===== src/rtl/orr_pkg.sv =====
// Shared types, constants and fixed-point helpers for the offset polygon ray router.
package orr_pkg;

    localparam int MAX_SHAPES   = 8;
    localparam int MAX_VERTICES = 16;

    // table geometry
    localparam int SW    = (MAX_SHAPES > 1) ? $clog2(MAX_SHAPES) : 1;
    localparam int SCW   = $clog2(MAX_SHAPES + 1);
    localparam int VW    = $clog2(MAX_VERTICES);
    localparam int VCW   = $clog2(MAX_VERTICES + 1);
    localparam int DEPTH = MAX_SHAPES * MAX_VERTICES;
    localparam int AW    = (DEPTH > 1) ? $clog2(DEPTH) : 1;

    // datapath widths
    localparam int CW        = 28;  // offset / far coordinates and differences
    localparam int MW        = 28;  // multiplier operands
    localparam int PW        = 2 * MW;
    localparam int WW        = 60;  // det, na, nb
    localparam int FRAC_BITS = 24;
    localparam int QW        = FRAC_BITS + 1;

    localparam logic [QW-1:0]          ALPHA_ONE = QW'(1) << FRAC_BITS;
    localparam logic signed [MW-1:0]   NUDGE     = 167772;  // 0.01 in Q0.24
    localparam logic signed [CW-1:0]   SAT_HI    = 8388607;
    localparam logic signed [CW-1:0]   SAT_LO    = -8388608;

    // function codes
    localparam logic FUNC_LOAD  = 1'b0;
    localparam logic FUNC_ROUTE = 1'b1;

    // status codes
    localparam logic [1:0] ST_PATH   = 2'd0;
    localparam logic [1:0] ST_ACCEPT = 2'd1;
    localparam logic [1:0] ST_DROP   = 2'd2;

    typedef struct packed {
        logic               func;
        logic signed [23:0] vert_x;
        logic signed [23:0] vert_y;
        logic signed [15:0] norm_x;
        logic signed [15:0] norm_y;
        logic               shape_end;
        logic signed [23:0] start_x;
        logic signed [23:0] start_y;
        logic signed [23:0] goal_x;
        logic signed [23:0] goal_y;
        logic [15:0]        radius;
    } req_t;

    typedef struct packed {
        logic [1:0]         status;
        logic signed [23:0] path_x;
        logic signed [23:0] path_y;
        logic               last;
    } rsp_t;

    typedef struct packed {
        logic signed [23:0] px;
        logic signed [23:0] py;
        logic signed [15:0] nx;
        logic signed [15:0] ny;
    } vtx_t;

    // round(p / 2^14), half up
    function automatic logic signed [CW-1:0] round14(input logic signed [PW-1:0] p);
        logic signed [PW:0] t;
        t = (PW+1)'(p);
        t = t + 8192;
        t = t >>> 14;
        return t[CW-1:0];
    endfunction

    // round(p / 2^24), half up
    function automatic logic signed [CW-1:0] round24(input logic signed [PW-1:0] p);
        logic signed [PW:0] t;
        t = (PW+1)'(p);
        t = t + 8388608;
        t = t >>> 24;
        return t[CW-1:0];
    endfunction

    function automatic logic signed [23:0] sat24(input logic signed [CW-1:0] v);
        logic signed [CW-1:0] t;
        t = v;
        if (v > SAT_HI)
            t = SAT_HI;
        if (v < SAT_LO)
            t = SAT_LO;
        return t[23:0];
    endfunction

    function automatic logic [AW-1:0] slot(input logic [SW-1:0] s, input logic [VW-1:0] i);
        return AW'(int'(s) * MAX_VERTICES + int'(i));
    endfunction

endpackage


===== src/rtl/orr_div.sv =====
// Restoring divider: one quotient bit per cycle, returns num/den as Q1.24 clamped at one.
module orr_div
    import orr_pkg::*;
(
    input  logic              clk,
    input  logic              rst_n,
    input  logic              start,
    input  logic [WW-1:0]     num,
    input  logic [WW-1:0]     den,
    output logic              done,
    output logic [QW-1:0]     quo
);

    logic              busy_reg;
    logic              done_reg;
    logic [4:0]        cnt_reg;
    logic [WW:0]       rem_reg;
    logic [WW-1:0]     den_reg;
    logic [QW-1:0]     q_reg;
    logic [WW:0]       rem2;

    assign rem2 = {rem_reg[WW-1:0], 1'b0};

    always_ff @(posedge clk or negedge rst_n)
    begin
        if (!rst_n)
        begin
            busy_reg <= 1'b0;
            done_reg <= 1'b0;
            cnt_reg  <= '0;
            rem_reg  <= '0;
            den_reg  <= '0;
            q_reg    <= '0;
        end
        else
        begin
            done_reg <= 1'b0;
            if (start)
            begin
                den_reg <= den;
                rem_reg <= {1'b0, num};
                q_reg   <= '0;
                if (num >= den)
                begin
                    q_reg    <= ALPHA_ONE;
                    done_reg <= 1'b1;
                end
                else
                begin
                    cnt_reg  <= 5'(FRAC_BITS);
                    busy_reg <= 1'b1;
                end
            end
            else if (busy_reg)
            begin
                // one shift-subtract step
                if (rem2 >= {1'b0, den_reg})
                begin
                    rem_reg <= rem2 - {1'b0, den_reg};
                    q_reg   <= {q_reg[QW-2:0], 1'b1};
                end
                else
                begin
                    rem_reg <= rem2;
                    q_reg   <= {q_reg[QW-2:0], 1'b0};
                end
                cnt_reg <= cnt_reg - 5'd1;
                if (cnt_reg == 5'd1)
                begin
                    busy_reg <= 1'b0;
                    done_reg <= 1'b1;
                end
            end
        end
    end

    assign done = done_reg;
    assign quo  = q_reg;

endmodule


===== config.mk =====
export PLATFORM = sky130hd
export DESIGN_NAME = orr_div
export DESIGN_NICKNAME = d
export VERILOG_FILES = /design/src/rtl/orr_pkg.sv /design/src/rtl/orr_div.sv
export SDC_FILE = /design/constraint.sdc
export NUM_CORES = 1
export LEC_CHECK = 0
export BUFFER_PORTS_ARGS = -buffer_cell sky130_fd_sc_hd__buf_2
export CAP_MARGIN = 20
export CORE_UTILIZATION = 35
export CTS_BUF_LIST = sky130_fd_sc_hd__clkbuf_8
export CTS_CLUSTER_DIAMETER = 120
export DETAILED_ROUTE_END_ITERATION = 8
export SETUP_SLACK_MARGIN = 0.5
export SLEW_MARGIN = 10
export SYNTH_ARGS = -nofsm -noshare
export SYNTH_HDL_FRONTEND = slang
export SYNTH_SLANG_ARGS = --single-unit

===== constraint.sdc =====
create_clock -name clk -period 4 [get_ports clk]
set_clock_uncertainty 0.05 [all_clocks]
set_input_delay 0.8 -clock clk [delete_from_list [all_inputs] [get_ports clk]]
set_output_delay 0.8 -clock clk [all_outputs]
set_load 0.05 [all_outputs]

==> out/metrics.yaml <==
status: "finished, final reports clean"
fin_crit_ps: 3370
io_buffers: 148
drt_wl_total_mm: 35.1
gp_congestion: 0.916
grt_pass1_vias: 10600
cts_root_buf: "clkbuf_8"
endpoint_kind: "flop"
yosysSeqAreaShare: 0.321
p_leak_nw: 6.99
relSlewSlack: 0.375
cp-start-kind: "flop"
ys_ff_latch: 152
ios: 149
die_w_um: 186
yosysWarnings: 0
clk_latency_ps: 480
cts-buffers-inserted: 17
wl_per_cell_um: 17.1
slew_violations: 0
drtAntennaViolNets: 0
synth_compound_area_frac: 0.240
finalNonFillerCells: 2049
crit_type: "reg2reg"
clock-sinks: 152
powerDensity_nw_per_um2: 687
synthAdderAreaFrac: 0.130
synth_mux_area_frac: 0.0287
post-place-ws_ps: -406
fmax_mhz: 297
tightest_slew_ps: 914
drt-initial-drc-count: 703
fin_util: 0.414
vias: 11000
grt-ovfl-total: 0
synth-simple-area-share: 0.167
maxCapViolations: 0
hpwlAfterDp_mm: 26.1
synth_ff_type: "dfrtp_1"
antenna_found_initial: 0
netlist_area_sq_um: 11900
dp_cells: 2005
rsz0062_at_grt: "true"
area_growth_pct: 16.7
clk_pin_slew_ps: 80
synth_top_family_by_area: "compound AO/OA/AOI/OAI gates"
synth-xor-area-share: 0.0399
drc: 0
power_mw: 9.50
nFillCells: 3431
synth.distinct_cells: 67
vdd_drop_max_v: 0.000348
viasPerCell: 5.39
hold_ws_ps: 328
synth_top_cell_area_share: 0.321
required_ps: 4310
htree_levels: 4
r2r_slack_ps: 630
tritoncts: "yes"
yosysTopAreaCell: "dfrtp_1"
holdBufCountCts: 0
rows: 67
antenna_cells: 0
grt_use_total: 0.204
hold_violations: 0
start_util: 0.354
async_flop_share: 1.00
finalSetupViolCount: 0
grt_max_degree: 93
syn_nets: 1714
dieHeight_um: 186
dieArea_sq_um: 34600
final_cell_area_sq_um: 13800
tns_ps: 0
fin_crit_sh: 0.843
core_area_sq_um: 33400
drive_gt1_frac: 0.163
synthCells: 1468
cp.arrival_ps: 3680
syn_area_per_cell_sq_um: 8.08
yosys-top-cells-area: "dfrtp_1 32%, ha_1 13%, a21oi_1 6.5%"
hold_path_class: "in2async"
fin_ws_ps: 628
worstPathMaxFanout: 27
grt_first_pass_wirelength_mm: 55.3
nets: 1834
yosysMostFrequentCell: "a21oi_1"
synth-edff-count: 0
place_area_sq_um: 13000
first_pass_iters: 7
cts_buffer_depth: 2
synthTopCellsByCount: "155 x a21oi_1, 152 x dfrtp_1, 139 x inv_1, 134 x nand2_1, 132 x o21ai_0"
==> cells in the final DEF (no fill, tap or decap), types with 23 or more instances in the layout <==
cell,netlist,routed
nand2_1,134,134
o21ai_0,132,131
mux2i_1,34,34
and3_1,57,55
a21oi_1,155,150
nand4_1,33,33
inv_1,139,139
ha_1,122,107
dfrtp_1,152,151
buf_2,8,146
nand3_1,23,23
xnor2_1,34,34
buf_4,2,24
nor2_1,103,101
a21o_1,56,56
==> cell type report <==
cell class	instances	area [sq um]	share of cell area
sequential	152	3800	0.275
timing repair buffer	180	1080	0.0779
tap	448	561	0.0405
clock buffer	19	262	0.0189
multi-input combinational	1097	7460	0.539
inverter	140	526	0.0380
clock inverter	13	146	0.0106
==> final timing paths <==
| path | from | end | cells after the start |
|---|---|---|---|
| max in group asynchronous | rst_n | rem_reg[12] | 2 |
| min | rst_n | den_reg[10] | 1 |
| min in group clk | den[30] | den_reg[30] | 3 |
| max reg2reg | rem_reg[1] | rem_reg[21] | 12 |
| min reg2reg | den_reg[58] | den_reg[58] | 2 |
| max | rem_reg[1] | rem_reg[21] | 12 |
==> what timing repair did <==
| item | in CTS | in global routing |
|---|---|---|
| hold endpoints to repair | 0 | 0 |
| resized for setup | 12 | 45 |
| pin swaps | 3 | 18 |
| setup endpoints to repair | 41 | 53 |
| buffers inserted | 1 | 8 |
| cloned | 0 | 3 |
==> cell families (layout without fill, tap and decap cells) <==
logic type,after synthesis,after routing
buffers and inverters,219,352
adders and majority gates,123,123
and+or+nand+nor,416,416
xor gates and xnor gates,54,54
DFF,152,152
AOI/OAI and AO/OA,470,470
muxes,34,34
==> critical path, cell delays in order (launching register included) <==
cell and delay, ps:
dfrtp_1 410, ha_1 360, and3b_1 220, o21a_1 240, o2111ai_1 310, a21oi_2 140
o311ai_1 280, o211ai_1 270, a21oi_4 210, buf_12 160, buf_12 170, o21ai_1 90
a221o_1 310
==> per-layer routing <==
layer	routed length, um	track usage	part of all wire	vias up
li1	-	-	-	5436
met1	16300	0.270	0.46	5254
met2	16000	0.334	0.46	309
met3	1810	0.0344	0.052	42
met4	939	0.0708	0.027	0
met5	0	0	0	-
==> power breakdown <==
part / internal (mW) / total, mW / switching, mW
Sequential: 1.93 / 2.25 / 0.326
Clock: 0.592 / 1.26 / 0.668
Combinational: 2.61 / 5.99 / 3.39
Total: 5.12 / 9.50 / 4.38
Power figures use the tool's default switching activity.
