## src/rtl/orr_pkg.sv

```systemverilog
// Shared types, constants and fixed-point helpers for the offset polygon ray router.
package orr_pkg;

    localparam int MAX_SHAPES   = 8;
    localparam int MAX_VERTICES = 16;

    // table geometry
    localparam int SW    = (MAX_SHAPES > 1) ? $clog2(MAX_SHAPES) : 1;
    localparam int SCW   = $clog2(MAX_SHAPES + 1);
    localparam int VW    = $clog2(MAX_VERTICES);
    localparam int VCW   = $clog2(MAX_VERTICES + 1);
    localparam int DEPTH = MAX_SHAPES * MAX_VERTICES;
    localparam int AW    = (DEPTH > 1) ? $clog2(DEPTH) : 1;

    // datapath widths
    localparam int CW        = 28;  // offset / far coordinates and differences
    localparam int MW        = 28;  // multiplier operands
    localparam int PW        = 2 * MW;
    localparam int WW        = 60;  // det, na, nb
    localparam int FRAC_BITS = 24;
    localparam int QW        = FRAC_BITS + 1;

    localparam logic [QW-1:0]          ALPHA_ONE = QW'(1) << FRAC_BITS;
    localparam logic signed [MW-1:0]   NUDGE     = 167772;  // 0.01 in Q0.24
    localparam logic signed [CW-1:0]   SAT_HI    = 8388607;
    localparam logic signed [CW-1:0]   SAT_LO    = -8388608;

    // function codes
    localparam logic FUNC_LOAD  = 1'b0;
    localparam logic FUNC_ROUTE = 1'b1;

    // status codes
    localparam logic [1:0] ST_PATH   = 2'd0;
    localparam logic [1:0] ST_ACCEPT = 2'd1;
    localparam logic [1:0] ST_DROP   = 2'd2;

    typedef struct packed {
        logic               func;
        logic signed [23:0] vert_x;
        logic signed [23:0] vert_y;
        logic signed [15:0] norm_x;
        logic signed [15:0] norm_y;
        logic               shape_end;
        logic signed [23:0] start_x;
        logic signed [23:0] start_y;
        logic signed [23:0] goal_x;
        logic signed [23:0] goal_y;
        logic [15:0]        radius;
    } req_t;

    typedef struct packed {
        logic [1:0]         status;
        logic signed [23:0] path_x;
        logic signed [23:0] path_y;
        logic               last;
    } rsp_t;

    typedef struct packed {
        logic signed [23:0] px;
        logic signed [23:0] py;
        logic signed [15:0] nx;
        logic signed [15:0] ny;
    } vtx_t;

    // round(p / 2^14), half up
    function automatic logic signed [CW-1:0] round14(input logic signed [PW-1:0] p);
        logic signed [PW:0] t;
        t = (PW+1)'(p);
        t = t + 8192;
        t = t >>> 14;
        return t[CW-1:0];
    endfunction

    // round(p / 2^24), half up
    function automatic logic signed [CW-1:0] round24(input logic signed [PW-1:0] p);
        logic signed [PW:0] t;
        t = (PW+1)'(p);
        t = t + 8388608;
        t = t >>> 24;
        return t[CW-1:0];
    endfunction

    function automatic logic signed [23:0] sat24(input logic signed [CW-1:0] v);
        logic signed [CW-1:0] t;
        t = v;
        if (v > SAT_HI)
            t = SAT_HI;
        if (v < SAT_LO)
            t = SAT_LO;
        return t[23:0];
    endfunction

    function automatic logic [AW-1:0] slot(input logic [SW-1:0] s, input logic [VW-1:0] i);
        return AW'(int'(s) * MAX_VERTICES + int'(i));
    endfunction

endpackage

```

## src/rtl/orr_mul.sv

```systemverilog
// Shared signed multiplier with registered product.
module orr_mul
    import orr_pkg::*;
(
    input  logic                 clk,
    input  logic signed [MW-1:0] a,
    input  logic signed [MW-1:0] b,
    output logic signed [PW-1:0] p
);

    logic signed [PW-1:0] p_reg;

    always_ff @(posedge clk)
    begin
        p_reg <= a * b;
    end

    assign p = p_reg;

endmodule

```

## config.mk

```make
export PLATFORM = sky130hd
export DESIGN_NAME = orr_mul
export DESIGN_NICKNAME = d
export VERILOG_FILES = /design/src/rtl/orr_pkg.sv /design/src/rtl/orr_mul.sv
export SDC_FILE = /design/constraint.sdc
export NUM_CORES = 2
export LEC_CHECK = 0
export ABC_AREA = 1
export BUFFER_PORTS_ARGS = -buffer_cell sky130_fd_sc_hd__buf_2
export CORE_MARGIN = 5
export CORE_UTILIZATION = 60
export DETAILED_ROUTE_END_ITERATION = 12
export GPL_ROUTABILITY_DRIVEN = 0
export PLACE_DENSITY = 0.78
export SKIP_LAST_GASP = 1
export SLEW_MARGIN = 15
export SYNTH_ARGS = -nofsm -noshare
export SYNTH_HDL_FRONTEND = slang
export SYNTH_SLANG_ARGS = --single-unit
```

## constraint.sdc

```tcl
create_clock -name clk -period 13.9 [get_ports clk]
set_input_delay 0.695 -clock clk [delete_from_list [all_inputs] [get_ports clk]]
set_output_delay 0.695 -clock clk [all_outputs]
set_load 0.05 [all_outputs]
```

==> results.md <==
GRT:
- The via count of the first global-routing pass is 26.72k.
- The wire length of the first global-routing pass is approximately 130 mm.
- Entering global routing, the biggest net connects 29 pins.
- Global routing used 28.52% of the available tracks.
- The number of antenna violations at the first check in global routing came to 4.
- For this run the aggregate overflow at the end of global routing stands at 0.

Clock tree:
- Clock-pin slew was measured on the worst setup and hold paths at 0.08 ns.
- Counting every sink on the clock net gives 56.
- The number of buffers inserted by hold repair at cts is 0.
- The CTS tree is yes.
- The maximum count of clock buffers along a single path is 2.
- The deepest level of the CTS H-tree is 2.
- The cell chosen for the clock root is sky130_fd_sc_hd__clkbuf_16.
- The number of resized instances in the post-cts repair step is 0.
- Buffers inserted during clock tree synthesis total 5.
- In this run the post-CTS setup repair buffer count came out at 0.

Worst setup path:
- STA classifies the critical path startpoint as an input pin.
- The kind of capture point of the worst setup path is a flop.
- The slowest stage of the critical path belongs to the cell sky130_fd_sc_hd__fa_1.
- The critical path contains buffers and inverters numbering 8 combined.
- The largest incremental delay on the critical path is 0.87 ns.
- The required time of the worst setup path is 14.10 ns.
- STA puts the critical path data arrival time at 8.12 ns.
- The critical path is of the in -> reg type.
- The largest fanout on the critical path is 28.
- The kind of cell with the highest combined delay on the critical path is adder cells.

STA:
- The hold violation count in the final report is 0.
- The worst path uses 56.96% of the clock period.
- Setup repair after global routing left no endpoint under its margin.
- Adding up every negative setup slack in the final design gives 0 ns.
- Timing would allow up to between 100 and 150 MHz.
- Setup violations remaining at the end of the flow were counted as 0.
- The number of pins exceeding their max-slew limit in the final report came to 0.
- The worst hold-check slack is 0.9482 ns.
- At the pin with the least slew margin, the transition time is 0.8080 ns.
- The minimum clock period after layout is just under 8 ns.
- In this run the tightest slew margin relative to its limit is approximately 46%.

Cells and area:
- Cells with a size suffix above 1 make up under 10% of the layout.
- The flip-flop count of the largest register after layout is 56.
- For this run, the post-layout net count is 5151.
- The final standard cell area without fillers is 33020 um^2.
- The area growth from synthesis to layout is 3.219%.

Die:
- The die covers about 58000 um^2.
- In this run the standard cell core region covers 52660 um^2.
- The starting utilization of the core area is 60.75%.
- In this run the core area contains 84 standard-cell rows.
- From bottom edge to top edge, the die measures 240.9 um.
- The floorplan die width is 240.9 um.
- about 110 I/O pins were placed.

Yosys:
- The share of Yosys cell area claimed by the top area cell type is 51.50%.
- The share of flip-flops with an asynchronous set or reset is 0%.
- The predominant post-synthesis flop cell is sky130_fd_sc_hd__dfxtp_1.
- Counting every net in the synthesized netlist gives 5189.
- Counting flops with a built-in enable in the synthesized netlist gives 0.
- After technology mapping, the gate count stands at a little over 4k.
- The count of cell types in the netlist is 31.
- The total standard cell area after synthesis is ~32000 um^2.
- In the post-synthesis netlist, the cell with the most instances is sky130_fd_sc_hd__inv_1.
- A synthesized cell averages 7.757 um^2.
- After synthesis, flip-flops and latches occupy 3.504% of the total area.
- Ranked by total cell area, the synthesized netlist is headed by sky130_fd_sc_hd__fa_1 52%, sky130_fd_sc_hd__inv_1 16%, sky130_fd_sc_hd__nand2_1 14%, sky130_fd_sc_hd__ha_1 7.2%, sky130_fd_sc_hd__dfxtp_1 3.5%.
- In the synthesized netlist, the cells that appear most often are 1383 x sky130_fd_sc_hd__inv_1, 1155 x sky130_fd_sc_hd__nand2_1, 823 x sky130_fd_sc_hd__fa_1, 185 x sky130_fd_sc_hd__ha_1, 120 x sky130_fd_sc_hd__clkbuf_1.
- The number of storage elements in the synthesis netlist is 56.
- The total number of yosys warnings is 0.
- Summed over all instances, the cell type with the most area after synthesis is sky130_fd_sc_hd__fa_1.

Drt:
- The per-cell via count in the routed design is ~5.2.
- Across all layers, the routed design uses 24.88k vias.
- After detailed routing, the average wire length per cell comes to 16.60 um.
- The first-pass detailed-route iteration total is 8.
- The detailed-route wire length is between 70 and 80 mm.
- The detailed router finished its first iteration with 1950 violations.
- After detailed routing, the number of remaining DRC violations is 0.
- The post-detailed-route count of antenna-violating nets is 0.

Job:
- The total of max-cap violations is 0.

Run status:
- The run finished with clean final reports.

Min path:
- The worst hold path terminates at p[0]$_DFF_P_.
- The path category of the worst min-delay check is in -> reg.
- The cell depth of the worst min-delay path is 4.
- The worst min-delay path startpoint is a[0].

Place:
- After legalization and detailed placement, the total HPWL measured roughly 68 mm.
- The placed instances occupy a cell area of 32860 um^2.
- The port buffer count is about 110.
layer usage:
metal	global-route usage, %	part of all wire [%]	up-vias
li1	-	-	11150
met1	35.70	37	12330
met2	50.52	51	1122
met3	3.108	7.2	270
met4	12.38	5.3	0
met5	0	0	-
final cells by class:
cell class	instances	area (um^2)
multi-input combinational	2509	25020
timing repair buffer	122	635.6
sequential	56	1121
tap	688	860.8
fill	4505	19640
clock buffer	5	125.1
inverter	1392	5225
clock inverter	3	25.02
antenna	4	10.01
cells by family after synthesis:
family	count (synthesis)	synth area share (%)
AOI/OAI and AO/OA	80	1.365
xor gates and xnor gates	34	0.9308
adders and majority gates	1008	58.74
buffers and inverters	1559	18.29
DFF	56	3.504
and+or+nand+nor	1387	17.17
worst max path at each step:
stage	start	endpoint	slack, ns	cells after the start
after CTS	a[27]	p[55]$_DFF_P_	5.99	27
after detailed placement	a[27]	p[55]$_DFF_P_	5.73	27
final	a[27]	p[55]$_DFF_P_	5.98	27
after global routing	a[27]	p[46]$_DFF_P_	5.52	27
after global placement	a[27]	p[55]$_DFF_P_	5.85	27
after floorplan	a[27]	p[55]$_DFF_P_	6.51	28
per-stage QoR:
| stage | worst slack [ns] | cells | utilization, % |
|---|---|---|---|
| finish | 5.982 | 4779 | 62.71 |
| global route | 5.525 | 4779 | 62.71 |
| CTS | 5.990 | 4775 | 62.69 |
| detailed placement | 5.731 | 4767 | 62.41 |
| global placement | 5.850 | 4767 | 62.41 |
| floorplan | 6.514 | 4124 | - |
cells in the final DEF (no fill, tap or decap), types with 8 or more instances in the layout:
cell type / synthesis / routed
sky130_fd_sc_hd__nor2_1: 102 / 102
sky130_fd_sc_hd__o21ai_0: 15 / 15
sky130_fd_sc_hd__inv_1: 1383 / 1383
sky130_fd_sc_hd__inv_2: 8 / 8
sky130_fd_sc_hd__buf_2: 0 / 112
sky130_fd_sc_hd__nand4_1: 20 / 20
sky130_fd_sc_hd__nor2_2: 14 / 14
sky130_fd_sc_hd__o21ai_1: 9 / 9
sky130_fd_sc_hd__fa_1: 823 / 823
sky130_fd_sc_hd__buf_4: 0 / 10
sky130_fd_sc_hd__nand2_1: 1155 / 1155
sky130_fd_sc_hd__ha_1: 185 / 185
sky130_fd_sc_hd__nand3_1: 57 / 57
sky130_fd_sc_hd__dfxtp_1: 56 / 56
sky130_fd_sc_hd__a21oi_1: 44 / 44
sky130_fd_sc_hd__nand2_2: 8 / 8
sky130_fd_sc_hd__xor2_1: 30 / 30
Power is not shown: default switching activity piles up to over one toggle a cycle in this logic, so the estimate is an artifact.
